[src/rtl/swm_pkg.sv]
package swm_pkg;

    localparam int unsigned SAMPLE_W = 32;
    localparam int unsigned OUT_W    = 33;
    localparam int unsigned WS_W     = 7;

    localparam logic [WS_W-1:0] WS_RESET = WS_W'(3);

    // per-cycle commands broadcast to every cell
    typedef struct packed {
        logic shift;
        logic load_age;
        logic count;
        logic load_rank;
        logic rotate;
    } t_cell_ctl;

endpackage

[src/rtl/swm_cell.sv]
module swm_cell #(
    parameter int IDX = 0,
    parameter int SW  = 32,
    parameter int AW  = 6,
    parameter int KW  = 7
) (
    input  logic                   i_clk,
    input  logic                   i_rst_n,
    input  swm_pkg::t_cell_ctl     i_ctl,
    input  logic [KW-1:0]          i_k,
    input  logic signed [SW-1:0]   i_shift_val,
    output logic signed [SW-1:0]   o_val,
    input  logic signed [SW-1:0]   i_circ_val,
    input  logic [AW-1:0]          i_circ_tag,
    input  logic                   i_circ_vld,
    output logic signed [SW-1:0]   o_circ_val,
    output logic [AW-1:0]          o_circ_tag,
    output logic                   o_circ_vld
);
    import swm_pkg::*;

    logic signed [SW-1:0] r_val;
    logic signed [SW-1:0] r_circ_val;
    logic [AW-1:0]        r_circ_tag;
    logic                 r_circ_vld;
    logic [AW-1:0]        r_rank;
    logic                 w_in_win;
    logic                 w_less;

    assign w_in_win = KW'(IDX) < i_k;

    // ties broken by age so every rank in the window is distinct
    assign w_less = (i_circ_val < r_val) ||
                    ((i_circ_val == r_val) && (i_circ_tag < AW'(IDX)));

    always_ff @(posedge i_clk) begin
        if (i_ctl.shift) begin
            r_val <= i_shift_val;
        end
        if (i_ctl.load_age) begin
            r_rank <= '0;
        end else if (i_ctl.count && w_in_win && i_circ_vld && w_less) begin
            r_rank <= r_rank + AW'(1);
        end
        if (i_ctl.load_age) begin
            r_circ_val <= r_val;
            r_circ_tag <= AW'(IDX);
        end else if (i_ctl.load_rank) begin
            r_circ_val <= r_val;
            r_circ_tag <= r_rank;
        end else if (i_ctl.rotate) begin
            r_circ_val <= i_circ_val;
            r_circ_tag <= i_circ_tag;
        end
        if (!i_rst_n) begin
            r_circ_vld <= 1'b0;
        end else if (i_ctl.load_age || i_ctl.load_rank) begin
            r_circ_vld <= w_in_win;
        end else if (i_ctl.rotate) begin
            r_circ_vld <= i_circ_vld;
        end
    end

    assign o_val      = r_val;
    assign o_circ_val = r_circ_val;
    assign o_circ_tag = r_circ_tag;
    assign o_circ_vld = r_circ_vld;

endmodule

[config.mk]
export PLATFORM = sky130hd
export DESIGN_NAME = swm_cell
export DESIGN_NICKNAME = d
export VERILOG_FILES = /design/src/rtl/swm_pkg.sv /design/src/rtl/swm_cell.sv
export SDC_FILE = /design/constraint.sdc
export NUM_CORES = 1
export LEC_CHECK = 0
export BUFFER_PORTS_ARGS = -buffer_cell sky130_fd_sc_hd__buf_2
export CORE_MARGIN = 2
export CORE_UTILIZATION = 52
export CTS_CLUSTER_SIZE = 25
export DETAILED_ROUTE_END_ITERATION = 10
export PLACE_DENSITY = 0.83
export SLEW_MARGIN = 30
export SYNTH_ARGS = -nofsm -noshare
export SYNTH_HDL_FRONTEND = slang
export SYNTH_SLANG_ARGS = --single-unit
[constraint.sdc]
create_clock -name i_clk -period 4.4 [get_ports i_clk]
set_input_delay 0.88 -clock i_clk [delete_from_list [all_inputs] [get_ports i_clk]]
set_output_delay 0.88 -clock i_clk [all_outputs]
set_load 0.02 [all_outputs]
## Word-level counts from Yosys, hierarchy flattened

Index checks and enable logic that the tools add are counted.

- Equality and inequality tests: 1
- Order comparisons: 3
- Reduce and logical (&&, ||, !) cells: 9
- Muxes and demuxes: 7
- Add/subtract/negate cells: 1

Operators with widths:

| operator | count |
|---|---|
| 32-bit 2-to-1 mux | 3 |
| 32-bit == test | 1 |
| 32-bit < comparator | 1 |
| 6-bit 2-to-1 mux | 2 |
| 1-bit by 7-bit < comparator with 1-bit output, first input constant | 1 |
| 6-bit by 1-bit adder with 6-bit output, second input constant | 1 |
| 6-bit by 1-bit < comparator with 1-bit output, second input constant | 1 |
| 1-bit logical AND | 4 |
| 2-bit nonzero test | 2 |
| 3-bit nonzero test | 1 |
| 1-bit logical OR | 2 |
| 1-bit 2-to-1 mux | 2 |

- Output and inout bits: 71
- Register bits after elaboration: 77
- Word-level logic and storage cells: 26
- Bits of input ports: 85

## Longest topological paths before layout

Gate-level depths: netlist of the first run.

- Depth after elaboration: 4
- Mapped depth: 9
- Depth with buffers taken out: 9

## Least setup slack after synthesis of the first run

No wires, ideal clock.

- Path type: input to register
- Start: input i_circ_val[1]
- End: register r_rank[3]
- Cell stages on the path: 7
- Library setup time: 71 ps
- Arrival: 2754 ps
- Path slack: 1576 ps
- Buffers on the path: 0
- Required time: 4329 ps
- Cell sequence: ha_1 a2111o_1 a32o_1 o2111ai_2 a41oi_4 or4_1 a21oi_1

- Longest elaborated chain between the ends: 4
- Elaborated cells between the ends (all ways): 5
- Classes of those cells: 1 x order compare; 1 x eq/ne; 3 x reduce/logical

RTL lines:

| what | RTL line | text |
|---|---|---|
| start: declaration | swm_cell.sv:13 | `input logic signed [SW-1:0] i_circ_val,` |
| branches (longest 2 deep; another with 32-bit < comparator) | - |  |
| 1-bit logical OR * | swm_cell.sv:33 | `assign w_less = (i_circ_val < r_val) \|\|` |
| 1-bit logical AND * | swm_cell.sv:42 | `end else if (i_ctl.count && w_in_win && i_circ_vld && w_less) begin` |
| end signal: assignment | swm_cell.sv:43 | `r_rank <= r_rank + AW'(1);` |
| end: declaration | swm_cell.sv:26 | `logic [AW-1:0] r_rank;` |

Every way passes the cells marked *.
A chain may end at the register's enable or synchronous reset.

## Final worst setup path of the first run

- Start: input i_circ_val[19]
- End: register r_rank[3]

The elaborated chain is that of the path after synthesis.

==> reports/qor.yml, run 1 <==
drt:
  via_count: 3014
  drt_first_pass_iters: 7
  routed_wire_length_per_instance_microns: 15.2
  drc_errors: 0
  detail_route.iter0.violations: 167
  via_per_inst: 5.22
  antenna_violating_nets_left: 0
  sum_of_routed_wire_length_over_all_layers_microns: 8750
clock_network:
  postCtsHoldBufs: 0
  cts_buffers: 9
  cts_sinks: 77
  h-tree-depth: 3
  tritoncts: "yes"
  cts.repair.resized: 0
  post-cts-setup-buffer-count: 0
  clk-insertion-delay-late_ps: 340
  clockRootBuffer: "sky130_fd_sc_hd__clkbuf_8"
  ctsLongestPathBuffers: 2
  clkTransAtPathRegs_ps: 80
hold_path:
  hold_path_class: "reg -> reg"
  launch_instance_of_the_worst_min_delay_path: "r_rank[5]$_SDFFE_PP0P_"
grt:
  grt_first_pass_wirelength_microns: 13300
  grt_use_met2_pct: 40.9
  grt_pass1_vias: 2897
  grt.met1_usage_pct: 26.3
  grt_busiest_layer: "met2"
  grt.total_usage_pct: 22.9
  number_of_antenna_violations_at_the_first_check_in_global_routing: 0
  grt_util_met3_pct: 4.43
  grt_remaining_overflow: 0
  grt_max_degree: 42
synthesis:
  yosys.area.top_type_share_pct: 52.4
  synth_flop_cell: "sky130_fd_sc_hd__edfxtp_1"
  number_of_enable_type_register_cells_in_the_synthesized_netlist: 64
  synth.lib_cells_used.distinct: 33
  synthSimpleGateAreaFrac_pct: 10.2
  netlist.top_cell.by_area: "sky130_fd_sc_hd__edfxtp_1"
  yosys-top-cells-area: "sky130_fd_sc_hd__edfxtp_1 (52%), sky130_fd_sc_hd__ha_1 (11%), sky130_fd_sc_hd__dfxtp_1 (7.1%), sky130_fd_sc_hd__o21ai_0 (4.9%), sky130_fd_sc_hd__nand2_1 (4.3%)"
  combinational_family_with_the_most_area_after_synthesis: "compound AO/OA/AOI/OAI gates"
  post_synth_inst_count: 318
  mappedNetlistArea_sq_um: 3670
  synth_xor_xnor_area_share_pct: 0
  net_count_of_the_mapped_netlist: 435
  synthAdderAreaFrac_pct: 10.9
  synth.yosys.seq_area_share_pct: 59.5
  ys.warnings.count: 0
  fraction_of_registers_with_async_set_or_reset_after_synthesis_pct: 0
  synth_compound_area_share_pct: 12.1
  syn_avg_cell_area_sq_um: 11.5
  synth-seq-cells: 77
  post_synth_mux_area_share_pct: 2.80
worst_setup_path:
  crit_path_end_kind: "register"
  slowest_stage: "sky130_fd_sc_hd__or4_1"
  cpPeakStageDelay_ps: 570
  cp_common_cell: "sky130_fd_sc_hd__a21oi_1"
  critPathLaunchType: "input pin"
  crit_start: "i_circ_val[19]"
  critPathBufInv: 1
  worst-endpoint-arrival_ps: 3090
  critical_path.reg2reg.startpoint: "o_val[17]$_DFFE_PP_"
  path_delay_family: "compound AO/OA/AOI/OAI gates"
  critical_path_required_ps: 4670
  cp_cell_sequence: "buf_2 -> ha_1 -> a21oi_1 -> o21ai_0 -> a221o_1 -> a21oi_1 -> a41oi_4 -> or4_1 -> a21oi_1"
  worst-path-max-fanout: 9
  worst-setup-path-type: "in -> reg"
flow_run:
  max_cap_viol_count: 0
place:
  place.detailed.hpwl_microns: 6700
  place_inst: 561
  gp_routability_congestion: 0.877
  placement.io_buffers: 155
final_layout:
  final_layout_size_suffix_gt1_share_pct: 36.4
  layout.cells.non_filler: 577
  count_of_filler_cells_inserted_in_the_layout: 524
  area_growth_pct: 30.5
  insertedDiodeCount: 0
  number_of_nets_in_the_layout: 593
power_and_ir_drop:
  total_power_consumption_of_the_routed_design_w: 0.00184
  p_leak_nw: 2.23
  power_per_cell_area_nw_per_um2: 384
  peakVddDrop_mv: 0.185
sta:
  worst-slew-pin-transition_ps: 818
  setup_tns_ps: 0
  rsz_0062_raised_after_global_routing: "false"
  fmax_mhz: 355
  final-hold-violation-count: 0
  setup_failing_eps_final: 0
  finalCritPeriodShare_pct: 64.0
  finClkSkew_ps: 12.0
  worst_slew_margin_rel_pct: 45.3
  final_max_slew_viol_count: 0
  period_needed_ps: 2820
die:
  rows: 30
  starting_density_pct: 54.0
  dieWidth_microns: 88.0
  core_area_sq_um: 6790
  die_h_microns: 88.0
  io_pins: 156
  fp.dieArea_sq_um: 7740
run_status:
  outcome: "finished, final reports clean"
[metal layers]
| layer | vias up | share of wire (%) |
|---|---|---|
| met5 | - | 0 |
| met4 | 0 | 2.2 |
| met3 | 19 | 6.4 |
| met2 | 114 | 52 |
| met1 | 1413 | 39 |
| li1 | 1468 | - |
[cell usage after synthesis (3+ instances only)]
| cell | number |
|---|---|
| sky130_fd_sc_hd__or4_1 | 4 |
| sky130_fd_sc_hd__o31ai_1 | 4 |
| sky130_fd_sc_hd__nand4_1 | 3 |
| sky130_fd_sc_hd__nand2_1 | 42 |
| sky130_fd_sc_hd__nor2_1 | 17 |
| sky130_fd_sc_hd__inv_1 | 34 |
| sky130_fd_sc_hd__a21oi_1 | 20 |
| sky130_fd_sc_hd__o21ai_0 | 36 |
| sky130_fd_sc_hd__edfxtp_1 | 64 |
| sky130_fd_sc_hd__nand3_1 | 4 |
| sky130_fd_sc_hd__mux2i_1 | 8 |
| sky130_fd_sc_hd__clkbuf_1 | 9 |
| sky130_fd_sc_hd__ha_1 | 32 |
| sky130_fd_sc_hd__nand2b_1 | 4 |
| sky130_fd_sc_hd__dfxtp_1 | 13 |
[final timing paths]
check                           endpoint  slack (ps)  cells after the start
setup / recovery  r_rank[3]$_SDFFE_PP0P_        1580                      9
hold / removal    r_rank[5]$_SDFFE_PP0P_         510                      2
setup reg to reg  r_rank[3]$_SDFFE_PP0P_        1780                      9
hold reg to reg   r_rank[5]$_SDFFE_PP0P_         510                      2
[worst reg2reg max path, stage by stage, from the launching register on]
cell and delay [ps]:
sky130_fd_sc_hd__edfxtp_1 400, sky130_fd_sc_hd__inv_1 100, sky130_fd_sc_hd__ha_1 250, sky130_fd_sc_hd__a21oi_1 160
sky130_fd_sc_hd__o21ai_0 90, sky130_fd_sc_hd__a221o_1 360, sky130_fd_sc_hd__a21oi_1 260, sky130_fd_sc_hd__a41oi_4 210
sky130_fd_sc_hd__or4_1 570, sky130_fd_sc_hd__a21oi_1 160
[registers in the layout, summed over array words and instances (netlist names)]
| name | count |
|---|---|
| o_circ_tag | 6 |
| o_circ_val | 32 |
| o_circ_vld | 1 |
| o_val | 32 |
| r_rank | 6 |
[power by group]
group | leakage, nW | internal [W] | switching (W)
registers | 0.757 | 0.000855 | 0.0000220
logic | 1.36 | 0.000119 | 0.000202
clock network | 0.115 | 0.000377 | 0.000264
[layout make-up]
cell class | count | area [sq um] | share of cell area, %
clock buffer | 10 | 128 | 2.67
clock inverter | 6 | 110 | 2.30
inverter | 34 | 128 | 2.67
multi-input combinational | 197 | 1330 | 27.8
sequential | 77 | 2180 | 45.6
tap | 96 | 120 | 2.51
timing repair buffer | 157 | 791 | 16.5
[through the flow]
stage	util, %	hold WS [ps]	area [sq um]	worst slack, ps
2_1_floorplan	-	452	3670	1580
3_3_place_gp	67.0	473	4550	1340
3_5_place_dp	67.0	494	4550	1270
4_1_cts	70.5	502	4790	1610
5_1_grt	70.5	540	4790	1510
6_report	70.5	505	4790	1580
[layout by cell type, fill, tap and decap left out, drive strengths merged, types with 10 or more instances in the layout]
| cell | synthesis | routed |
|---|---|---|
| a21oi | 20 | 20 |
| buf | 1 | 157 |
| clkbuf | 9 | 10 |
| dfxtp | 13 | 13 |
| edfxtp | 64 | 64 |
| ha | 32 | 32 |
| inv | 34 | 35 |
| nand2 | 42 | 42 |
| nor2 | 17 | 17 |
| o21ai | 36 | 36 |
[kinds of logic (layout without fill, tap and decap cells)]
kind of cell	after synthesis	count (layout)
compound gates	72	72
fa+ha+maj	32	32
buf+inv	44	207
flops	77	77
mux	10	10
simple gates	83	83
(Power assumes the default switching activity.)
==> run 2: changes to the inputs <==
--- a/config.mk
+++ b/config.mk
@@ -7,10 +7,10 @@
 export LEC_CHECK = 0
 export BUFFER_PORTS_ARGS = -buffer_cell sky130_fd_sc_hd__buf_2
 export CORE_MARGIN = 2
-export CORE_UTILIZATION = 52
+export CORE_UTILIZATION = 48
 export CTS_CLUSTER_SIZE = 25
 export DETAILED_ROUTE_END_ITERATION = 10
-export PLACE_DENSITY = 0.83
+export PLACE_DENSITY = 0.77
 export SLEW_MARGIN = 30
 export SYNTH_ARGS = -nofsm -noshare
 export SYNTH_HDL_FRONTEND = slang
==> constraint.sdc (replaced) <==
create_clock -name i_clk -period 2.74 [get_ports i_clk]
set_input_delay 0.548 -clock i_clk [delete_from_list [all_inputs] [get_ports i_clk]]
set_output_delay 0.548 -clock i_clk [all_outputs]
set_load 0.02 [all_outputs]
==> reports/qor.yml, run 2 (synthesized netlist as in run 1, its figures left out) <==
power_and_ir_drop:
  total_power_consumption_of_the_routed_design_w: 0.00295  # was 0.00184 W
  p_leak_nw: 2.25  # was 2.23 nW
  peakVddDrop_mv: 0.283  # was 0.185 mV
  power_per_cell_area_nw_per_um2: 613  # was 384 nW/um^2
final_layout:
  insertedDiodeCount: 0  # unchanged
  area_growth_pct: 31.3  # was 30.5%
  mostFrequentLayoutCell: "sky130_fd_sc_hd__buf_2"  # unchanged
  final_cell_mix: "sky130_fd_sc_hd__buf_2 (155), sky130_fd_sc_hd__edfxtp_1 (64), sky130_fd_sc_hd__nand2_1 (42), sky130_fd_sc_hd__o21ai_0 (36), sky130_fd_sc_hd__inv_1 (34)"  # unchanged
  final_layout_size_suffix_gt1_share_pct: 37.3  # was 36.4%
  layout.cell_area.non_filler_sq_um: 4820  # was 4790 sq um
  count_of_filler_cells_inserted_in_the_layout: 576  # was 524
  number_of_nets_in_the_layout: 595  # was 593
sta:
  hold_slack_ps: 364  # was 505 ps
  worst_slack_ps: 213  # was 1580 ps
  fmax_mhz: 396
  final_max_slew_viol_count: 0  # unchanged
  period_needed_ps: 2530
  setup_failing_eps_final: 0  # unchanged
  finalCritPeriodShare_pct: 92.2
  rsz_0062_raised_after_global_routing: "false"  # unchanged
  worst_slew_margin_rel_pct: 47.1  # was 45.3%
  final-hold-violation-count: 0  # unchanged
  worst-slew-pin-transition_ps: 793  # was 818 ps
  finClkSkew_ps: 13.5  # was 12.0 ps
die:
  dieWidth_microns: 91.4  # was 88.0 microns
  fp.dieArea_sq_um: 8360  # was 7740 sq um
  io_pins: 156  # unchanged
  core_area_sq_um: 7330  # was 6790 sq um
  starting_density_pct: 50.0  # was 54.0%
  die_h_microns: 91.4  # was 88.0 microns
  rows: 31  # was 30
clock_network:
  clockRootBuffer: "sky130_fd_sc_hd__clkbuf_8"  # unchanged
  postCtsHoldBufs: 0  # unchanged
  h-tree-depth: 3  # unchanged
  tritoncts: "yes"  # unchanged
  clkTransAtPathRegs_ps: 90  # was 80 ps
  cts_buffers: 9  # unchanged
  cts_sinks: 77  # unchanged
  clk-insertion-delay-late_ps: 350  # was 340 ps
  ctsLongestPathBuffers: 2  # unchanged
worst_setup_path:
  endpoint_of_the_worst_slack_reg_to_reg_timing_path: "r_rank[0]$_SDFFE_PP0P_"  # was r_rank[3]$_SDFFE_PP0P_
  critical_path_required_ps: 2970  # was 4670 ps
  worst-setup-path-type: "reg -> reg"  # was in -> reg
  critical_path.reg2reg.startpoint: "o_val[12]$_DFFE_PP_"  # was o_val[17]$_DFFE_PP_
  crit_path_end_kind: "register"  # unchanged
  worst-r2r-cell-count: 9  # unchanged
  cpPeakStageDelay_ps: 370  # was 570 ps
  slowest_stage: "sky130_fd_sc_hd__edfxtp_1"  # was sky130_fd_sc_hd__or4_1
  worst-endpoint-arrival_ps: 2760  # was 3090 ps
  r2r_setup_slack_ps: 210  # was 1780 ps
  cp_cell_sequence: "inv_1 -> ha_1 -> nand4_1 -> nor4_2 -> a32o_1 -> o2111ai_2 -> a41oi_4 -> nor2_1 -> mux2_1"  # was buf_2 -> ha_1 -> a21oi_1 -> o21ai_0 -> a221o_1 -> a21oi_1 -> a41oi_4 -> or4_1 -> a21oi_1
  critPathBufInv: 1  # unchanged
  worst-path-max-fanout: 9  # unchanged
  path_delay_family: "compound AO/OA/AOI/OAI gates"  # unchanged
  critPathLaunchType: "register"  # was input pin
drt:
  drt_first_pass_iters: 4  # was 7
  detail_route.iter0.violations: 118  # was 167
  drc_errors: 0  # unchanged
  via_count: 2918  # was 3014
  sum_of_routed_wire_length_over_all_layers_microns: 8440  # was 8750 microns
  via_per_inst: 5.01  # was 5.22
  routed_wire_length_per_instance_microns: 14.5  # was 15.2 microns
  antenna_violating_nets_left: 0  # unchanged
place:
  gp_routability_congestion: 0.867  # was 0.877
  place_ws_ps: -75.2  # was 1270 ps
  placement.cell_area_sq_um: 4570  # was 4550 sq um
  placement.io_buffers: 155  # unchanged
  place.detailed.hpwl_microns: 6610  # was 6700 microns
grt:
  grt_remaining_overflow: 0  # unchanged
  number_of_antenna_violations_at_the_first_check_in_global_routing: 0  # unchanged
  grt_max_degree: 33  # was 42
  grt_pass1_vias: 2890  # was 2897
  grt.total_usage_pct: 20.3  # was 22.9%
  grt_first_pass_wirelength_microns: 13300  # about the same
hold_path:
  launch_instance_of_the_worst_min_delay_path: "i_shift_val[25]"  # was r_rank[5]$_SDFFE_PP0P_
  hold-path-cell-count: 1  # was 2
  timing.hold.worst_endpoint: "o_val[25]$_DFFE_PP_"  # was r_rank[5]$_SDFFE_PP0P_
  hold_path_class: "in -> reg"  # was reg -> reg
flow_run:
  max_cap_viol_count: 0  # unchanged
run_status:
  outcome: "finished, final reports clean"  # unchanged
==> run 2: changes by cell type in the layout (fill, tap and decap cells not counted), sizes merged <==
cell,before,now
buf,157,159
clkinv,1,2
inv,35,34
==> run 2: power breakdown <==
group          total, W  switching, W  internal, W
Clock           0.00103      0.000425     0.000606
Combinational  0.000516      0.000323     0.000193
Sequential      0.00140     0.0000315      0.00137
Total           0.00295      0.000780      0.00217
==> run 2: cell type report <==
| class | instances | area (sq um) | share of cell area [%] |
|---|---|---|---|
| repair buffers | 159 | 806 | 16.7 |
| flip-flops and latches | 77 | 2180 | 45.3 |
| multi-input cells | 197 | 1340 | 27.8 |
| inverters | 34 | 128 | 2.65 |
| clock inverters | 6 | 111 | 2.31 |
| clock buffers | 10 | 128 | 2.65 |
| well taps | 99 | 124 | 2.57 |
==> run 2: worst reg2reg max path, cell delays in order, from the launching register on <==
cell and delay (ps):
sky130_fd_sc_hd__edfxtp_1 370, sky130_fd_sc_hd__inv_1 70, sky130_fd_sc_hd__ha_1 280, sky130_fd_sc_hd__nand4_1 190, sky130_fd_sc_hd__nor4_2 350, sky130_fd_sc_hd__a32o_1 250
sky130_fd_sc_hd__o2111ai_2 140, sky130_fd_sc_hd__a41oi_4 310, sky130_fd_sc_hd__nor2_1 140, sky130_fd_sc_hd__mux2_1 320
==> run 2: worst max path at each step <==
| stage | cells past startpoint | startpoint | to | slack [ps] |
|---|---|---|---|---|
| floorplan | 7 | i_circ_val[1] | r_rank[3]$_SDFFE_PP0P_ | 250 |
| global route | 8 | o_val[28]$_DFFE_PP_ | r_rank[5]$_SDFFE_PP0P_ | 5 |
| detailed placement | 9 | i_circ_val[13] | r_rank[0]$_SDFFE_PP0P_ | -80 |
| finish | 9 | o_val[12]$_DFFE_PP_ | r_rank[0]$_SDFFE_PP0P_ | 210 |
| global placement | 9 | i_circ_val[14] | r_rank[0]$_SDFFE_PP0P_ | -8 |
| CTS | 9 | o_val[17]$_DFFE_PP_ | r_rank[5]$_SDFFE_PP0P_ | 140 |
==> run 2: per-stage QoR <==
step,TNS (ps),utilization (%),std cells
after global routing,0,65.7,582
after global placement,-7.59,62.3,566
final,0,65.7,582
after detailed placement,-117,62.3,566
after floorplan,0,-,318
after CTS,0,65.6,582
==> run 2: repair_timing <==
item,CTS,global route
setup endpoints to repair,0,2
setup buffers,0,0
resized for setup,0,2
hold endpoints to repair,0,0
==> run 2: metal layers <==
layer	part of all wire, %	global-route usage [%]
met5	0	0
met4	3.2	10.4
met3	6.1	4.81
met2	50	34.3
met1	40	24.2
==> run 3: changes to the inputs <==
--- a/config.mk
+++ b/config.mk
@@ -11,7 +11,8 @@
 export CTS_CLUSTER_SIZE = 25
 export DETAILED_ROUTE_END_ITERATION = 10
 export PLACE_DENSITY = 0.77
-export SLEW_MARGIN = 30
+export SETUP_SLACK_MARGIN = 0.3
+export SLEW_MARGIN = 20
 export SYNTH_ARGS = -nofsm -noshare
 export SYNTH_HDL_FRONTEND = slang
 export SYNTH_SLANG_ARGS = --single-unit
==> reports/qor.yml, run 3 (synthesized netlist as in run 1, its figures left out) <==
worst_setup_path:
  logic_depth_of_the_worst_path_buffers_included: 8  # was 9
  worst-endpoint-arrival_ps: 2730  # was 2760 ps
  slowest_stage: "sky130_fd_sc_hd__or4_4"  # was sky130_fd_sc_hd__edfxtp_1
  critical_path.reg2reg.startpoint: "o_val[1]$_DFFE_PP_"  # was o_val[12]$_DFFE_PP_
  worst-path-max-fanout: 8  # was 9
  path_delay_family: "compound AO/OA/AOI/OAI gates"  # unchanged
  worst-r2r-cell-count: 8  # was 9
  crit_path_end_kind: "register"  # unchanged
  critPathBufInv: 1  # unchanged
  critical_path_required_ps: 3030  # was 2970 ps
  crit_start: "o_val[1]$_DFFE_PP_"  # was o_val[12]$_DFFE_PP_
  cpPeakStageDelay_ps: 550  # was 370 ps
  critPathLaunchType: "register"  # unchanged
  worst-setup-path-type: "reg -> reg"  # unchanged
  cp_cell_sequence: "inv_2 -> ha_4 -> a2111o_1 -> a32o_2 -> o2111ai_4 -> a41oi_4 -> or4_4 -> a21oi_2"  # was inv_1 -> ha_1 -> nand4_1 -> nor4_2 -> a32o_1 -> o2111ai_2 -> a41oi_4 -> nor2_1 -> mux2_1
power_and_ir_drop:
  p_leak_nw: 2.25  # about the same
  total_power_consumption_of_the_routed_design_w: 0.00279  # was 0.00295 W
  peakVddDrop_mv: 0.362  # was 0.283 mV
  power_per_cell_area_nw_per_um2: 573  # was 613 nW/um^2
sta:
  finalCritPeriodShare_pct: 89.0  # was 92.2%
  fmax_mhz: 410  # was 396 MHz
  worst-slew-pin-transition_ps: 816  # was 793 ps
  finClkSkew_ps: 8.47  # was 13.5 ps
  final-hold-violation-count: 0  # unchanged
  setup_failing_eps_final: 0  # unchanged
  final_max_slew_viol_count: 0  # unchanged
  rsz_0062_raised_after_global_routing: "true"  # was false
  worst_slew_margin_rel_pct: 45.6  # was 47.1%
  period_needed_ps: 2440  # was 2530 ps
  setup_tns_ps: 0  # unchanged
clock_network:
  cts_buffers: 9  # unchanged
  ctsLongestPathBuffers: 2  # unchanged
  clockRootBuffer: "sky130_fd_sc_hd__clkbuf_8"  # unchanged
  tritoncts: "yes"  # unchanged
  h-tree-depth: 3  # unchanged
  clkTransAtPathRegs_ps: 80  # was 90 ps
  clk-insertion-delay-late_ps: 340  # was 350 ps
  cts_sinks: 77  # unchanged
drt:
  routed_wire_length_per_instance_microns: 14.7  # was 14.5 microns
  via_per_inst: 5.03  # was 5.01
  detail_route.iter0.violations: 87  # was 118
  via_count: 2948  # was 2918
  antenna_violating_nets_left: 0  # unchanged
  drc_errors: 0  # unchanged
  sum_of_routed_wire_length_over_all_layers_microns: 8620  # was 8440 microns
  drt_first_pass_iters: 4  # unchanged
final_layout:
  final_cell_mix: "sky130_fd_sc_hd__buf_2 (155), sky130_fd_sc_hd__edfxtp_1 (64), sky130_fd_sc_hd__nand2_1 (42), sky130_fd_sc_hd__o21ai_0 (35), sky130_fd_sc_hd__inv_1 (33)"  # was sky130_fd_sc_hd__buf_2 (155), sky130_fd_sc_hd__edfxtp_1 (64), sky130_fd_sc_hd__nand2_1 (42), sky130_fd_sc_hd__o21ai_0 (36), sky130_fd_sc_hd__inv_1 (34)
  final_layout_size_suffix_gt1_share_pct: 39.3  # was 37.3%
  number_of_nets_in_the_layout: 598  # was 595
  count_of_filler_cells_inserted_in_the_layout: 585  # was 576
  area_growth_pct: 32.5  # was 31.3%
  post-route-util_pct: 66.3  # was 65.7%
  mostFrequentLayoutCell: "sky130_fd_sc_hd__buf_2"  # unchanged
place:
  place.detailed.hpwl_microns: 6480  # was 6610 microns
  placement.io_buffers: 155  # unchanged
  gp_routability_congestion: 0.868  # was 0.867
grt:
  grt_use_met2_pct: 34.9  # was 34.3%
  grt.total_usage_pct: 20.1  # was 20.3%
  grt_util_met3_pct: 3.98  # was 4.81%
  grt_pass1_vias: 2861  # was 2890
  grt_busiest_layer: "met2"  # unchanged
  number_of_antenna_violations_at_the_first_check_in_global_routing: 1  # was 0
  grt_first_pass_wirelength_microns: 13200  # was 13300 microns
  grt_remaining_overflow: 0  # unchanged
  grt.met1_usage_pct: 24.3  # was 24.2%
  grt_max_degree: 38  # was 33
run_status:
  outcome: "finished, final reports clean"  # unchanged
die:
  io_pins: 156  # unchanged
  starting_density_pct: 50.0  # unchanged
  die_h_microns: 91.4  # unchanged
  core_area_sq_um: 7330  # unchanged
  dieWidth_microns: 91.4  # unchanged
  rows: 31  # unchanged
  fp.dieArea_sq_um: 8360  # unchanged
hold_path:
  launch_instance_of_the_worst_min_delay_path: "i_shift_val[26]"  # was i_shift_val[25]
  hold_path_class: "in -> reg"  # unchanged
  hold-path-cell-count: 1  # unchanged
flow_run:
  max_cap_viol_count: 0  # unchanged
[run 3: cell count changes in the layout (fill, tap and decap cells not counted), sizes merged]
cell	delta
clkbuf	-1
buf	+3
inv	+1
bufinv	-2
diode	+1
clkinvlp	+1
clkinv	+1
[run 3: worst paths after layout]
kind | endpoint | slack, ps
max | r_rank[4]$_SDFFE_PP0P_ | 300
min | o_val[26]$_DFFE_PP_ | 370
max reg2reg | r_rank[4]$_SDFFE_PP0P_ | 300
min reg2reg | r_rank[5]$_SDFFE_PP0P_ | 500
[run 3: report_power, final]
group / switching [W] / internal [W]
sequential: 0.0000335 / 0.00137
combinational: 0.000335 / 0.000206
clock: 0.000423 / 0.000415
total: 0.000791 / 0.00199
[run 3: cell type report]
class | instances | area (sq um) | share of cell area, %
antenna | 1 | 2.50 | 0.0515
clock buffer | 9 | 124 | 2.55
clock inverter | 7 | 65.1 | 1.34
inverter | 34 | 128 | 2.63
multi-input combinational | 197 | 1390 | 28.7
sequential | 77 | 2180 | 44.9
tap | 99 | 124 | 2.55
timing repair buffer | 162 | 841 | 17.3
[run 3: layer usage]
layer | vias up | routed length, microns
met2 | 108 | 4350
met4 | 0 | 201
met1 | 1350 | 3560
li1 | 1474 | -
met3 | 16 | 497
met5 | - | 0
[run 3: stage by stage]
stage / cells / setup WS, ps / area, sq um / hold slack, ps
detailed placement: 566 / 24.4 / 4580 / 482
floorplan: 318 / 288 / 3670 / 452
finish: 586 / 301 / 4860 / 373
global placement: 566 / 49.3 / 4580 / 475
CTS: 583 / 263 / 4780 / 359
global route: 586 / 177 / 4860 / 360
[run 3: timing repair]
item	4_1_cts	5_1_grt
pin swaps	5	7
setup endpoints to repair	4	6
hold buffers	0	0
hold endpoints to repair	0	0
setup buffers	1	2
resized for setup	1	13
