## src/rtl/swm_pkg.sv

```systemverilog
package swm_pkg;

    localparam int unsigned SAMPLE_W = 32;
    localparam int unsigned OUT_W    = 33;
    localparam int unsigned WS_W     = 7;

    localparam logic [WS_W-1:0] WS_RESET = WS_W'(3);

    // per-cycle commands broadcast to every cell
    typedef struct packed {
        logic shift;
        logic load_age;
        logic count;
        logic load_rank;
        logic rotate;
    } t_cell_ctl;

endpackage

```

## src/rtl/swm_in_if.sv

```systemverilog
interface swm_in_if;
    import swm_pkg::*;

    logic                       valid;
    logic                       ready;
    logic signed [SAMPLE_W-1:0] sample;
    logic                       start_new;

    modport source (output valid, sample, start_new, input ready);
    modport sink   (input valid, sample, start_new, output ready);
endinterface

```

## src/rtl/swm_out_if.sv

```systemverilog
interface swm_out_if;
    import swm_pkg::*;

    logic                    valid;
    logic                    ready;
    logic signed [OUT_W-1:0] median_x2;

    modport source (output valid, median_x2, input ready);
    modport sink   (input valid, median_x2, output ready);
endinterface

```

## src/rtl/swm_ctrl.sv

```systemverilog
module swm_ctrl #(
    parameter int WINDOW_MAX  = 64,
    parameter int SAMPLE_BITS = 32,
    parameter int AW          = 6,
    parameter int CNT_W       = 7,
    parameter int KW          = 7
) (
    input  logic                          i_clk,
    input  logic                          i_rst_n,
    input  logic                          i_cfg_wr_en,
    input  logic [swm_pkg::WS_W-1:0]      i_cfg_wr_data,
    swm_in_if.sink                        i_in,
    swm_out_if.source                     o_out,
    output swm_pkg::t_cell_ctl            o_ctl,
    output logic [KW-1:0]                 o_k,
    output logic signed [SAMPLE_BITS-1:0] o_sample,
    input  logic signed [SAMPLE_BITS-1:0] i_tail_val,
    input  logic [AW-1:0]                 i_tail_tag,
    input  logic                          i_tail_vld
);
    import swm_pkg::*;

    typedef enum logic [2:0] {
        S_IDLE,
        S_LOADA,
        S_COUNT,
        S_LOADB,
        S_SCAN,
        S_DONE
    } t_state;

    localparam logic [AW-1:0] LAST = AW'(WINDOW_MAX - 1);

    t_state                        r_state,   n_state;
    logic [CNT_W-1:0]              r_fill,    n_fill;
    logic [AW-1:0]                 r_cnt,     n_cnt;
    logic [WS_W-1:0]               r_ws;
    logic signed [SAMPLE_BITS-1:0] r_lo,      n_lo;
    logic signed [SAMPLE_BITS-1:0] r_hi,      n_hi;
    logic                          r_out_vld, n_out_vld;
    logic signed [OUT_W-1:0]       r_out,     n_out;
    logic [KW-1:0]                 w_k;
    logic [AW-1:0]                 w_half;
    logic [AW-1:0]                 w_lo_tag;
    logic                          w_accept;
    logic signed [OUT_W-1:0]       w_sum;

    always_comb begin
        if (r_ws == '0) begin
            w_k = KW'(1);
        end else if (KW'(r_ws) > KW'(WINDOW_MAX)) begin
            w_k = KW'(WINDOW_MAX);
        end else begin
            w_k = KW'(r_ws);
        end
    end

    assign w_half   = AW'(w_k >> 1);
    assign w_lo_tag = w_k[0] ? w_half : w_half - AW'(1);
    assign w_accept = i_in.valid && i_in.ready;
    assign w_sum    = {{(OUT_W - SAMPLE_BITS){r_lo[SAMPLE_BITS-1]}}, r_lo} +
                      {{(OUT_W - SAMPLE_BITS){r_hi[SAMPLE_BITS-1]}}, r_hi};

    always_comb begin
        n_state   = r_state;
        n_fill    = r_fill;
        n_cnt     = r_cnt;
        n_lo      = r_lo;
        n_hi      = r_hi;
        n_out     = r_out;
        n_out_vld = r_out_vld && !o_out.ready;
        unique case (r_state)
            S_IDLE: begin
                if (w_accept) begin
                    if (i_in.start_new) begin
                        n_fill = CNT_W'(1);
                    end else if (r_fill != CNT_W'(WINDOW_MAX)) begin
                        n_fill = r_fill + CNT_W'(1);
                    end
                    if (KW'(n_fill) >= w_k) begin
                        n_state = S_LOADA;
                    end
                end
            end
            S_LOADA: begin
                n_cnt   = '0;
                n_state = S_COUNT;
            end
            S_COUNT: begin
                n_cnt = r_cnt + AW'(1);
                if (r_cnt == LAST) begin
                    n_state = S_LOADB;
                end
            end
            S_LOADB: begin
                n_cnt   = '0;
                n_state = S_SCAN;
            end
            S_SCAN: begin
                if (i_tail_vld && i_tail_tag == w_lo_tag) begin
                    n_lo = i_tail_val;
                end
                if (i_tail_vld && i_tail_tag == w_half) begin
                    n_hi = i_tail_val;
                end
                n_cnt = r_cnt + AW'(1);
                if (r_cnt == LAST) begin
                    n_state = S_DONE;
                end
            end
            S_DONE: begin
                if (!r_out_vld || o_out.ready) begin
                    n_out     = w_sum;
                    n_out_vld = 1'b1;
                    n_state   = S_IDLE;
                end
            end
            default: begin
                n_state = S_IDLE;
            end
        endcase
    end

    always_ff @(posedge i_clk) begin
        if (!i_rst_n) begin
            r_state   <= S_IDLE;
            r_fill    <= '0;
            r_cnt     <= '0;
            r_ws      <= WS_RESET;
            r_out_vld <= 1'b0;
        end else begin
            r_state   <= n_state;
            r_fill    <= n_fill;
            r_cnt     <= n_cnt;
            r_out_vld <= n_out_vld;
            if (i_cfg_wr_en) begin
                r_ws <= i_cfg_wr_data;
            end
        end
        r_lo  <= n_lo;
        r_hi  <= n_hi;
        r_out <= n_out;
    end

    assign i_in.ready      = (r_state == S_IDLE);
    assign o_out.valid     = r_out_vld;
    assign o_out.median_x2 = r_out;
    assign o_k             = w_k;
    assign o_sample        = $signed(i_in.sample[SAMPLE_BITS-1:0]);

    always_comb begin
        o_ctl           = '0;
        o_ctl.shift     = w_accept;
        o_ctl.load_age  = (r_state == S_LOADA);
        o_ctl.count     = (r_state == S_COUNT);
        o_ctl.load_rank = (r_state == S_LOADB);
        o_ctl.rotate    = (r_state == S_COUNT) || (r_state == S_SCAN);
    end

    a_fill_bound: assert property (@(posedge i_clk) disable iff (!i_rst_n)
        r_fill <= CNT_W'(WINDOW_MAX))
        else $error("fill count above window capacity");

    a_k_range: assert property (@(posedge i_clk) disable iff (!i_rst_n)
        (w_k != '0) && (w_k <= KW'(WINDOW_MAX)))
        else $error("effective window out of range");

    a_restart: assert property (@(posedge i_clk) disable iff (!i_rst_n)
        (w_accept && i_in.start_new) |=> (r_fill == CNT_W'(1)))
        else $error("start of sequence did not reset fill count");

    a_count_len: assert property (@(posedge i_clk) disable iff (!i_rst_n)
        (r_state == S_COUNT && r_cnt == LAST) |=> (r_state == S_LOADB))
        else $error("rank pass did not end after one full rotation");

    a_no_accept_busy: assert property (@(posedge i_clk) disable iff (!i_rst_n)
        (r_state == S_SCAN) |-> !o_ctl.shift)
        else $error("cell line shifted during median scan");

endmodule

```

## src/flat_wrapper.sv

```systemverilog
// flat-port wrapper written by rule: the top's interface ports become plain ports
module swm_ctrl_flat import swm_pkg::*;
#(
    parameter int WINDOW_MAX  = 64,
    parameter int SAMPLE_BITS = 32,
    parameter int AW          = 6,
    parameter int CNT_W       = 7,
    parameter int KW          = 7
)
  (i_clk, i_rst_n, i_cfg_wr_en, i_cfg_wr_data, o_ctl, o_k, o_sample, i_tail_val, i_tail_tag, i_tail_vld, i_in_valid, i_in_sample, i_in_start_new, i_in_ready, o_out_valid, o_out_median_x2, o_out_ready);
  swm_in_if i_in_i ();
  swm_out_if o_out_i ();
  input  logic i_clk;
  input  logic i_rst_n;
  input  logic i_cfg_wr_en;
  input  logic [swm_pkg::WS_W-1:0] i_cfg_wr_data;
  output swm_pkg::t_cell_ctl o_ctl;
  output logic [KW-1:0] o_k;
  output logic signed [SAMPLE_BITS-1:0] o_sample;
  input  logic signed [SAMPLE_BITS-1:0] i_tail_val;
  input  logic [AW-1:0] i_tail_tag;
  input  logic i_tail_vld;
  input wire logic [$bits(i_in_i.valid)-1:0] i_in_valid;
  input wire logic [$bits(i_in_i.sample)-1:0] i_in_sample;
  input wire logic [$bits(i_in_i.start_new)-1:0] i_in_start_new;
  output wire logic [$bits(i_in_i.ready)-1:0] i_in_ready;
  output wire logic [$bits(o_out_i.valid)-1:0] o_out_valid;
  output wire logic [$bits(o_out_i.median_x2)-1:0] o_out_median_x2;
  input wire logic [$bits(o_out_i.ready)-1:0] o_out_ready;
  assign i_in_i.valid = i_in_valid;
  assign i_in_i.sample = i_in_sample;
  assign i_in_i.start_new = i_in_start_new;
  assign i_in_ready = i_in_i.ready;
  assign o_out_valid = o_out_i.valid;
  assign o_out_median_x2 = o_out_i.median_x2;
  assign o_out_i.ready = o_out_ready;
  swm_ctrl #(.WINDOW_MAX(WINDOW_MAX), .SAMPLE_BITS(SAMPLE_BITS), .AW(AW), .CNT_W(CNT_W), .KW(KW)) u_core (.i_clk(i_clk), .i_rst_n(i_rst_n), .i_cfg_wr_en(i_cfg_wr_en), .i_cfg_wr_data(i_cfg_wr_data), .i_in(i_in_i), .o_out(o_out_i), .o_ctl(o_ctl), .o_k(o_k), .o_sample(o_sample), .i_tail_val(i_tail_val), .i_tail_tag(i_tail_tag), .i_tail_vld(i_tail_vld));
endmodule
```

## config.mk

```make
export PLATFORM = sky130hd
export DESIGN_NAME = swm_ctrl_flat
export DESIGN_NICKNAME = d
export VERILOG_FILES = /design/src/rtl/swm_pkg.sv /design/src/rtl/swm_in_if.sv /design/src/rtl/swm_out_if.sv /design/src/rtl/swm_ctrl.sv /design/src/flat_wrapper.sv
export SDC_FILE = /design/constraint.sdc
export NUM_CORES = 1
export LEC_CHECK = 0
export BUFFER_PORTS_ARGS = -buffer_cell sky130_fd_sc_hd__buf_2
export CORE_MARGIN = 5
export CORE_UTILIZATION = 50
export CTS_CLUSTER_SIZE = 40
export DETAILED_ROUTE_END_ITERATION = 16
export PLACE_DENSITY_LB_ADDON = 0.2
export SKIP_LAST_GASP = 1
export SLEW_MARGIN = 10
export SYNTH_ARGS = -nofsm -noshare
export SYNTH_HDL_FRONTEND = slang
export SYNTH_SLANG_ARGS = --single-unit
```

## constraint.sdc

```tcl
create_clock -name i_clk -period 16.4 [get_ports i_clk]
set_input_delay 2.46 -clock i_clk [delete_from_list [all_inputs] [get_ports i_clk]]
set_output_delay 2.46 -clock i_clk [all_outputs]
set_load 0.005 [all_outputs]
```

== Word level (Yosys, flattened, before mapping) ==
Cells that the tools add are included.

* Memory bits (writable): 0
* Output and inout bits: 79
* Memory bits (read-only): 0
* Memories kept: 0
* Latch bits: 0
* Word-level logic and storage cells: 62
* Register bits: 121

* Bitwise gates (word level): 0
* $lt $le $gt $ge: 2
* Divide/modulo/power cells: 0
* Eq/ne operators: 14
* Multiply operators: 0
* Shift-type cells: 0
* Reductions and logical operators: 18
* Muxes and demuxes: 16
* Add/sub/neg operators: 4

{| class="wikitable"
|+ Operators with widths
! cell !! number
|-
| two-way mux 7 bit || 6
|-
| adder 32 x 32 -> 33 bit || 1
|-
| one-hot mux 3 bit (6 select lines) || 1
|-
| two-way mux 3 bit || 5
|-
| == test 6 bit || 2
|-
| one-hot mux 6 bit (2 select lines) || 1
|-
| AND reduction 2 bit || 4
|-
| adder 7 x 1 -> 7 bit, second input constant || 1
|-
| greater-or-equal comparator 7 bit || 1
|-
| > comparator 7 bit, second input constant || 1
|-
| zero test 7 bit || 1
|-
| != test 7 bit, second input constant || 1
|-
| adder 6 x 1 -> 6 bit, second input constant || 1
|-
| == test 3 x 2 -> 1 bit, second input constant || 2
|-
| == test 3 bit, second input constant || 2
|-
| == test 6 bit, second input constant || 1
|-
| two-way mux 6 bit || 1
|-
| != test 2 x 1 -> 1 bit, second input constant || 3
|-
| subtractor 6 x 1 -> 6 bit, second input constant || 1
|-
| AND reduction 5 bit || 1
|-
| logical AND 1 bit || 4
|-
| != test 2 bit, second input constant || 2
|-
| OR reduction 2 bit || 2
|-
| == test 3 x 1 -> 1 bit, second input constant || 1
|-
| other kinds (5) || 8
|}

== Logic depth before layout (Yosys ltp) ==
Gate-level depths: netlist of run 1.

* Depth in word-level cells: 9
* Gate-level depth with buffers: 13
* Mapped depth without buffers: 13

== Least setup slack after synthesis of run 1 ==
OpenSTA, ideal clock, no wires.

* Path kind: input-to-reg
* From: input i_tail_tag[2]
* To: register u_core.r_lo[0], enable pin
* Arrival time: 6.417 ns
* Buffers on the path: 1
* Slack: 9.482 ns
* Stages: 7
* Path through: clkbuf_1 -> nor2_1 -> nand3b_1 -> o211ai_1 -> a311oi_1 -> nand3_1 -> nor4_1

* Word-level cells in the longest chain between the ends: 3

{| class="wikitable"
|+ Ends and longest elaborated chain
! element !! RTL line !! source
|-
| from (decl) || flat_wrapper.sv:21 || <nowiki>input logic [AW-1:0] i_tail_tag;</nowiki>
|-
| == test 6 bit || swm_ctrl.sv:100 || <nowiki>if (i_tail_vld && i_tail_tag == w_lo_tag) begin</nowiki>
|-
| logical AND 1 bit || swm_ctrl.sv:100 ||
|-
| AND reduction 2 bit (no line) || -- ||
|-
| to (signal assigned) || swm_ctrl.sv:140 || <nowiki>r_lo <= n_lo;</nowiki>
|-
| to (decl) || swm_ctrl.sv:38 || <nowiki>logic signed [SAMPLE_BITS-1:0] r_lo, n_lo;</nowiki>
|}

No other way between the ends.
A chain may end at the register's enable or synchronous reset.

==> run metrics, run 1 <==
CTS Buf Count=17; largest net degree at the start of global routing=34; first-pass GRT wire length=between 20 and 25 mm; post-route core utilization=approximately 59%; area delta synth->final=15.5%; Async S/R FF share, synth=0%; # hold bufs at CTS=0; worst r2r path cells=10; DR iter-0 viols=270; Critical Path Start=i_in_valid; Skew-Pair Late Insertion Delay=420 ps; CP max stage delay=roughly 260 ps; layout cell share with drive strength beyond 1=between 10% and 20%; vias per cell=about 5.5; CP Capture Type=primary output; Switch Pwr=~0.19 mW; WP data arrival=around 3200 ps; multi-input logic area=0.00294 sq mm; PortBufs=slightly below 100; number of setup buffers added after CTS=0; Worst Skew=~7.2 ps; worst min-delay path class=flip-flop to flip-flop; fin crit share=34.7%; overflow left after global routing=0; Synth Flop Type=edfxtp_1; CTS tree=done; clock slew at reported path FFs=50 ps; Fin. Hold Viols=0; Resized cells post-CTS=0; nets@finish=822; crit-path max FO=9; Die H=roughly 130 microns; placed cell area=0.00715 sq mm; Die X=approximately 130 microns; H-tree depth reported by CTS=4; critical path required time=13940 ps; Worst path slowest cell=clkinv_1; clock share of power=between 40% and 50%; EDFF count, synth=97; status=finished, final reports clean; Initial Utilization=about half; Mean Syn Cell Area=about 11 sq um; routability cong.=approximately 0.89; Max Cap Viol=0; Fin Setup TNS=0 ps; Final HPWL DP=between 10 and 15 mm; die area=roughly 0.016 sq mm; critical-path cell list=buf_2 -> nand2_1 -> clkinv_1 -> buf_2; worst-margin pin slew=approximately 950 ps; Worst R2R Setup Slack=~13000 ps; most used cell, CP=buf_2; Comb pwr share=9.7%; DR DRC count=0; sequential share of power=43.5%; IO Pins=163; register bit total from synthesis=approximately 120; Layout fillers=1091; endpoints failing setup=0; clk buf depth=2; Seq/Total Area, Yosys=between 50% and 60%; pwr dens=105 mW/mm^2; Net Sw Frac=around a quarter; RSZ-0062 raised after global routing=false; crit start category=input port; relative slew slack=36.7%; syn_nets=approximately 750; FF/Latch Area=about 0.0034 sq mm; WS Path Type=input port to primary output; clk sinks=roughly 120; Final Max Tran Viols=0; final wirelength=between 10 and 15 mm; GRT Resource Usage Total=18.0%; Final Cell Area=just under 0.008 sq mm; Antenna Nets Post-Route=0; Core Footprint=about 0.013 sq mm; fin crit period=between 5000 and 6000 ps; Setup WS post-layout=about 11000 ps; Static Leak=3.10 nW; Synth Instances=~620; DP Worst Slack=10720 ps; VDD IR max=between 60 and 70 uV; most frequent cells in the layout=buf_2, edfxtp_1, nand2_1, a21oi_1, ha_1; Internal Power=0.626 mW; number of global-route vias before repair=roughly 4900; RR Startpoint=u_core.r_ws[6]; first drt pass iteration count=5; routed length per instance=15.6 microns; Core Rows=42; clock root buffer=clkbuf_16; Yosys warnings=0; Critical Path Sink=o_ctl[4]; FF-to-FF End=u_core.r_lo[27]; DR vias=a little under 5000; fmax=~180 MHz; most common cell after layout, fill and taps aside=buf_2; synthesized area=0.00672 sq mm; Synth cell types=60; Inserted Diodes=0; initial antenna violation count=0
==> Yosys cell counts (17+ instances only) <==
| cell type | number | area (sq um) |
|---|---|---|
| edfxtp_1 | 97 | 2910 |
| nand2_1 | 58 | 218 |
| a21oi_1 | 46 | 230 |
| ha_1 | 43 | 538 |
| nor2_1 | 34 | 128 |
| buf_4 | 33 | 248 |
| xnor2_1 | 28 | 245 |
| dfxtp_1 | 24 | 480 |
| inv_1 | 24 | 90.1 |
| a21o_1 | 20 | 150 |
| o21ai_0 | 20 | 100 |
| xor2_1 | 17 | 149 |
==> power by group through the flow <==
stage | clock network, mW | logic, mW | registers, mW
detailed placement | 0 | 0.0798 | 0.361
global route | 0.405 | 0.0924 | 0.357
floorplan | 0 | 0.0692 | 0.350
CTS | 0.389 | 0.0804 | 0.355
global placement | 0 | 0.0765 | 0.361
finish | 0.383 | 0.0795 | 0.355
==> registers in the layout, summed over array words and instances (netlist names) <==
signal,flops
u_core.o_out.median_x2,33
u_core.o_out.valid,1
u_core.r_cnt,6
u_core.r_fill,7
u_core.r_hi,32
u_core.r_lo,32
u_core.r_state,3
u_core.r_ws,7
==> kinds of logic after synthesis <==
| logic type | share of synthesized area (%) |
|---|---|
| AOI/OAI and AO/OA | 15.0 |
| xor gates and xnor gates | 5.87 |
| adders and majority gates | 8.45 |
| buffers and inverters | 6.05 |
| DFF | 50.5 |
| muxes | 1.36 |
| and+or+nand+nor | 12.7 |
==> through the flow <==
step	hold WS, ps	std cells	power (mW)
4_1_cts	487	883	0.825
2_1_floorplan	444	624	0.419
3_5_place_dp	474	851	0.441
3_3_place_gp	464	851	0.437
5_1_grt	509	883	0.855
6_report	484	883	0.818
==> worst min path at each step <==
stage | from | endpoint | slack, ps | cells past startpoint
final | u_core.r_cnt[3] | u_core.r_cnt[3] | 480 | 1
after global placement | u_core.r_cnt[3] | u_core.r_cnt[3] | 460 | 1
after CTS | u_core.r_cnt[3] | u_core.r_cnt[3] | 490 | 1
after floorplan | u_core.r_cnt[3] | u_core.r_cnt[3] | 440 | 1
after detailed placement | u_core.r_cnt[3] | u_core.r_cnt[3] | 470 | 1
after global routing | u_core.r_cnt[3] | u_core.r_cnt[3] | 510 | 1
==> cell type report <==
| cell class | instances | area share (%) |
|---|---|---|
| Clock buffer | 18 | 5.53 |
| Tap cell | 176 | 2.84 |
| Timing Repair Buffer | 100 | 6.51 |
| Clock inverter | 14 | 2.32 |
| Inverter | 26 | 1.26 |
| Sequential cell | 121 | 43.7 |
| Multi-Input combinational cell | 428 | 37.8 |
==> worst max-delay path, delay by kind of cell <==
| family | cells | cell delay (ps) |
|---|---|---|
| AND/OR/NAND/NOR | 1 | 180 |
| buffers and inverters | 3 | 590 |
==> routing by layer <==
layer / wire length [microns] / GRT usage (%) / part of all wire, % / up-vias
met3: 998 / 6.27 / 7.2 / 48
met1: 5920 / 21.2 / 43 / 2291
li1: - / - / - / 2392
met4: 348 / 7.51 / 2.5 / 0
met2: 6550 / 30.0 / 47 / 140
met5: 0 / 0 / 0 / -
(Power assumes the default switching activity.)
==> inputs of run 2 (changes only) <==
clock period = 5.3 ns   (was 16.4 ns; I/O delays follow)
==> run 2 against run 1 <==
Against the previous run:
- clock skew shrank 1.2 ps
- core utilization is 0.066 points lower
- worst hold slack improved by 16 ps
- non-clock buffer count unchanged
- die area unchanged
- clock power grew to 3.0 times the previous value
- global-route usage rose by 0.47 points
- sequential share of layout area hardly changed
- flip-flop and latch count unchanged
- combinational power increased to 3.2 times the previous value
- count of clock-buffer cells in the layout rose by 2
==> run metrics, run 2 (synthesis gave the netlist of run 1 again) <==
status=finished, final reports clean (unchanged); Skew-Pair Late Insertion Delay=420 ps (about the same); Core Footprint=0.0132 sq mm (unchanged); Core Rows=42 (unchanged); clock root buffer=clkbuf_16 (unchanged); GRT Resource Usage Total=18.4% (was 18.0%); CP Capture Type=flip-flop (was primary output); pwr dens=324 mW/mm^2 (was 105 mW/mm^2); metal3 WL=822 microns (was 998 microns); H-tree depth reported by CTS=4 (unchanged); VDD IR max=184 uV (was 62.9 uV); crit-path max FO=32 (was 9); critical path required time=5370 ps (was 13940 ps); IO Pins=163 (unchanged); routability cong.=0.898 (was 0.893); clock slew at reported path FFs=50 ps (about the same); met1 wire length=6.07 mm (was 5.92 mm); endpoints failing setup=0 (unchanged); number of global-route vias before repair=5024 (was 4889); WS Path Type=flip-flop to flip-flop (was input port to primary output); initial antenna violation count=0 (unchanged); CTS Buf Count=17 (unchanged); DP Worst Slack=2150 ps (was 10720 ps); first-pass GRT wire length=23.6 mm (was 23.2 mm); clk buf depth=2 (unchanged); highest metal used=met4 (unchanged); die area=0.0159 sq mm (unchanged); number of setup buffers added after CTS=0 (unchanged); routed length per instance=16.2 microns (was 15.6 microns); DR DRC count=0 (unchanged); fmax=roughly 320 MHz; vias per cell=5.46 (was 5.52); Final HPWL DP=10.6 mm (was 10.1 mm); layout cell share with drive strength beyond 1=19.2% (was 19.8%); Static Leak=3.11 nW (was 3.10 nW); DR vias=4818 (was 4871); most common cell after layout, fill and taps aside=buf_2 (unchanged); area delta synth->final=15.4% (was 15.5%); nets@finish=822 (unchanged); worst min-delay path class=flip-flop to flip-flop (unchanged); Fin. Hold Viols=0 (unchanged); fin crit share=between 50% and 60%; Worst Skew=5.93 ps (was 7.17 ps); # hold bufs at CTS=0 (unchanged); Die X=126 microns (unchanged); Antenna Nets Post-Route=0 (unchanged); final wirelength=14.3 mm (was 13.8 mm); largest net degree at the start of global routing=34 (unchanged); Fin Setup TNS=0 ps (unchanged); RSZ-0062 raised after global routing=false (unchanged); fin crit period=approximately 3200 ps; worst-margin pin slew=929 ps (was 947 ps); Pwr Total=2.51 mW (was 0.818 mW); Resized cells post-CTS=0 (unchanged); Final Max Tran Viols=0 (unchanged); crit start category=flip-flop (was input port); overflow left after global routing=0 (unchanged); relative slew slack=38.0% (was 36.7%); WP data arrival=3230 ps (about the same); clk sinks=121 (unchanged); worst hold margin=500 ps (was 484 ps); Max Cap Viol=0 (unchanged); first drt pass iteration count=5 (unchanged); Initial Utilization=50.9% (unchanged); DR iter-0 viols=398 (was 270); Setup WS post-layout=2140 ps (was 10710 ps); CTS tree=done (unchanged); Die H=126 microns (unchanged); max reg flops=33 (unchanged); most frequent cells in the layout=buf_2, edfxtp_1, nand2_1, a21oi_1, ha_1 (unchanged); Inserted Diodes=0 (unchanged); metal2 WL=7.07 mm (was 6.55 mm); PortBufs=98 (unchanged)
run 2: report_power, final:
part | leakage [nW] | internal, mW | switching, mW | total (mW)
combinational | 1.75 | 0.114 | 0.140 | 0.254
clock | 0.291 | 0.774 | 0.381 | 1.16
sequential | 1.07 | 1.05 | 0.0549 | 1.10
run 2: worst paths after layout:
kind                                       start               end  slack, ps  cells after the start
worst max-delay path              u_core.r_ws[6]   u_core.r_lo[27]       2140                     10
worst min-delay path            u_core.r_fill[6]  u_core.r_fill[6]        500                      2
worst max register to register    u_core.r_ws[6]   u_core.r_lo[27]       2140                     10
worst min register to register  u_core.r_fill[6]  u_core.r_fill[6]        500                      2
run 2: cell type report:
class | instances | area, sq um
sequential | 121 | 3390
multi-input combinational | 428 | 2950
clock inverter | 12 | 155
fill | 1124 | 5440
inverter | 26 | 97.6
timing repair buffer | 100 | 505
clock buffer | 20 | 437
tap | 176 | 220
run 2: through the flow:
| step | instance area (sq um) | util [%] | std cells |
|---|---|---|---|
| global placement | 7160 | 54.3 | 851 |
| finish | 7750 | 58.8 | 883 |
| global route | 7750 | 58.8 | 883 |
| CTS | 7750 | 58.8 | 883 |
| detailed placement | 7160 | 54.3 | 851 |
| floorplan | 6730 | - | 624 |
run 2: critical path: stages, from the launching register on:
cell      delay (ps)
dfxtp_1          530
clkinv_1         330
nand2_1          210
ha_1             310
a21oi_1          120
nand3b_1         110
o211ai_1         100
a311oi_1         270
nand3_1          160
nor4_4           250
buf_4            410
run 2: metal layers:
metal / vias up / GRT usage, %
met4: 0 / 8.83
li1: 2398 / -
met1: 2218 / 21.7
met3: 48 / 5.42
met2: 154 / 31.0
met5: - / 0
==> inputs of run 3 (changes only) <==
ABC_AREA = 1   (was unset)
CORE_UTILIZATION = 49   (was 50)
clock period = 2.9 ns   (was 5.3 ns; I/O delays follow)
==> run 3 against run 2 <==
Against the previous run:
- wire length rose by 0.82%
- synthesized cell count rose by 31%
- critical path depth rose by 6
- core utilization fell by 1.2 points
- global-route usage fell by 0.14 points
- critical path type unchanged
- flip-flop and latch count did not move
- synthesized area rose by 4.6%
==> run metrics, run 3 <==
status=finished, final reports clean (unchanged); initial antenna violation count=5 (was 0); Fin. Hold Viols=0 (unchanged); layout cell share with drive strength beyond 1=17.0% (was 19.2%); Synth Instances=815 (was 624); worst-margin pin slew=448 ps (was 929 ps); Core Rows=43 (was 42); VDD IR max=359 uV (was 184 uV); Skew-Pair Late Insertion Delay=410 ps (was 420 ps); Antenna Nets Post-Route=0 (unchanged); final wirelength=14.4 mm (was 14.3 mm); Synth cell types=39 (was 60); crit-path max FO=3 (was 32); hold path depth=1 (was 2); most frequent cell after synthesis=nand2_1 (was edfxtp_1); max reg flops=33 (unchanged); Worst Skew=6.81 ps (was 5.93 ps); most common cell after layout, fill and taps aside=nand2_1 (was buf_2); WP data arrival=2700 ps (was 3230 ps); Worst path slowest cell=dfxtp_1 (unchanged); vias per cell=4.99 (was 5.46); DR DRC count=0 (unchanged); die area=0.0168 sq mm (was 0.0159 sq mm); Top delay family on crit path=simple AND/OR/NAND/NOR gates (was buffers and inverters); Seq/Total Area, Yosys=48.3% (was 50.5%); Core Footprint=0.0140 sq mm (was 0.0132 sq mm); Static Leak=3.69 nW (was 3.11 nW); clk buf depth=2 (unchanged); CP max stage delay=340 ps (was 530 ps); EDFF count, synth=97 (unchanged); crit start category=flip-flop (unchanged); worst min-delay path class=input port to flip-flop (was flip-flop to flip-flop); most used cell, CP=nand2_1; cell taking the most area after synthesis=edfxtp_1 (unchanged); RSZ-0062 raised after global routing=false (unchanged); fin crit period=2400 ps (was 3160 ps); endpoints failing setup=0 (unchanged); DR iter-0 viols=304 (was 398); Final Max Tran Viols=0 (unchanged); DR vias=5452 (was 4818); largest net degree at the start of global routing=34 (unchanged); CTS tree=done (unchanged); H-tree depth reported by CTS=4 (unchanged); syn_nets=943 (was 752); Async S/R FF share, synth=0% (unchanged); worst r2r path cells=16 (was 10); Die X=130 microns (was 126 microns); clock root buffer=clkbuf_16 (unchanged); WS Path Type=flip-flop to flip-flop (unchanged); area delta synth->final=14.6% (was 15.4%); CTS Buf Count=17 (unchanged); Layout fillers=1329 (was 1124); pwr dens=580 mW/mm^2 (was 324 mW/mm^2); relative slew slack=70.1% (was 38.0%); fmax=417 MHz (was 316 MHz); # hold bufs at CTS=0 (unchanged); clk sinks=121 (unchanged); fin crit share=82.7% (was 59.7%); register bit total from synthesis=121 (unchanged); number of setup buffers added after CTS=0 (unchanged); CP Buf/Inv Count=2 (unchanged); routability cong.=0.901 (was 0.898); Resized cells post-CTS=0 (unchanged); critical-path cell list=ha_1 -> nand2_1 -> nor2_1 -> nand3_1 -> and2_0 -> o21ai_0 -> inv_1 -> ha_1 -> nand2_1 -> inv_1 -> a21oi_1 -> nand4_1 -> nand3_1 -> nand2_1 -> nand2_1 -> nor2_1 (was clkinv_1 -> nand2_1 -> ha_1 -> a21oi_1 -> nand3b_1 -> o211ai_1 -> a311oi_1 -> nand3_1 -> nor4_4 -> buf_4); routed length per instance=13.2 microns (was 16.2 microns); overflow left after global routing=0 (unchanged); clock slew at reported path FFs=50 ps (about the same); Final HPWL DP=11.3 mm (was 10.6 mm); CP Capture Type=flip-flop (unchanged); Mean Syn Cell Area=8.62 sq um (was 10.8 sq um); Commonest cells post-synth=nand2_1, inv_1, edfxtp_1 (was edfxtp_1, nand2_1, a21oi_1); synthesized area=0.00703 sq mm (was 0.00672 sq mm); critical path required time=3210 ps (was 5370 ps); first drt pass iteration count=5 (unchanged); Max Cap Viol=0 (unchanged); top cell type's share of synthesized area=41.5% (was 43.4%); GRT Resource Usage Total=18.3% (was 18.4%); Yosys warnings=0 (unchanged); IO Pins=163 (unchanged); PortBufs=98 (unchanged); Fin Setup TNS=0 ps (unchanged); nets@finish=1027 (was 822); most frequent cells in the layout=nand2_1, inv_1, buf_2, edfxtp_1, nor2_1 (was buf_2, edfxtp_1, nand2_1, a21oi_1, ha_1); Initial Utilization=50.2% (was 50.9%); ranking of synthesized cells by area=edfxtp_1, nand2_1, ha_1 (was edfxtp_1, ha_1, dfxtp_1); Synth Flop Type=edfxtp_1 (unchanged); Die H=130 microns (was 126 microns); instance count on the critical path=16 (was 10); number of global-route vias before repair=5335 (was 5024); first-pass GRT wire length=24.3 mm (was 23.6 mm); post-route core utilization=57.6% (was 58.8%)
==> run 3: changes by cell type in the layout (fill, tap and decap cells not counted), sizes merged, moves of 15 or more <==
cell   delta
o21ai    +27
inv      +94
nand3    +30
nor2b    -15
a21oi    +16
a21o     -20
xnor2    -24
nor2     +42
nand2   +152
==> run 3: kinds of logic after synthesis <==
group | after synthesis | synth area share [%]
AND/OR/NAND/NOR | 356 | 21.9
buffers and inverters | 155 | 10.3
flip-flops | 121 | 48.3
AO/OA/AOI/OAI | 118 | 8.87
adder cells (fa/ha/maj) | 44 | 7.94
XOR/XNOR | 21 | 2.72
==> run 3: power breakdown <==
| part | internal, mW | switching, mW | leakage (nW) |
|---|---|---|---|
| clock network | 1.15 | 0.714 | 0.250 |
| registers | 1.97 | 0.0776 | 1.07 |
| logic | 0.291 | 0.471 | 2.37 |
==> run 3: path summary, 6_finish.rpt <==
kind / endpoint / slack [ps] / from
hold reg to reg: u_core.r_cnt[5] / 470 / u_core.r_cnt[5]
setup reg to reg: u_core.r_state[2] / 500 / u_core.r_fill[1]
setup / recovery: u_core.r_state[2] / 500 / u_core.r_fill[1]
hold / removal: u_core.r_lo[29] / 210 / i_tail_val[29]
==> run 3: layout make-up <==
class / instances / area (sq um) / share of cell area, %
Clock inverter: 15 / 111 / 1.38
Clock buffer: 17 / 425 / 5.28
Sequential cell: 121 / 3390 / 42.1
Timing Repair Buffer: 101 / 513 / 6.37
Antenna cell: 1 / 2.50 / 0.0311
Inverter: 119 / 449 / 5.58
Multi-Input combinational cell: 539 / 2930 / 36.4
Tap cell: 180 / 225 / 2.80
==> run 3: layer usage <==
layer	share of wire (%)	routed length, microns	up-vias	global-route usage [%]
met5	0.47	68	-	0
met4	1.3	195	8	6.05
met3	6.9	1000	33	6.43
met2	47	6760	155	29.6
met1	44	6420	2412	23.1
li1	-	-	2844	-
==> run 3: metrics by stage <==
stage               std cells  setup slack [ps]  hold WS, ps  power, mW  area (sq um)
floorplan                 815              54.0          444       2.66          7040
global placement         1060               599          454       2.84          7510
detailed placement       1060               536          462       2.85          7510
CTS                      1092               519          194       4.74          8050
global route             1093               161          193       4.97          8050
finish                   1093               502          213       4.67          8050
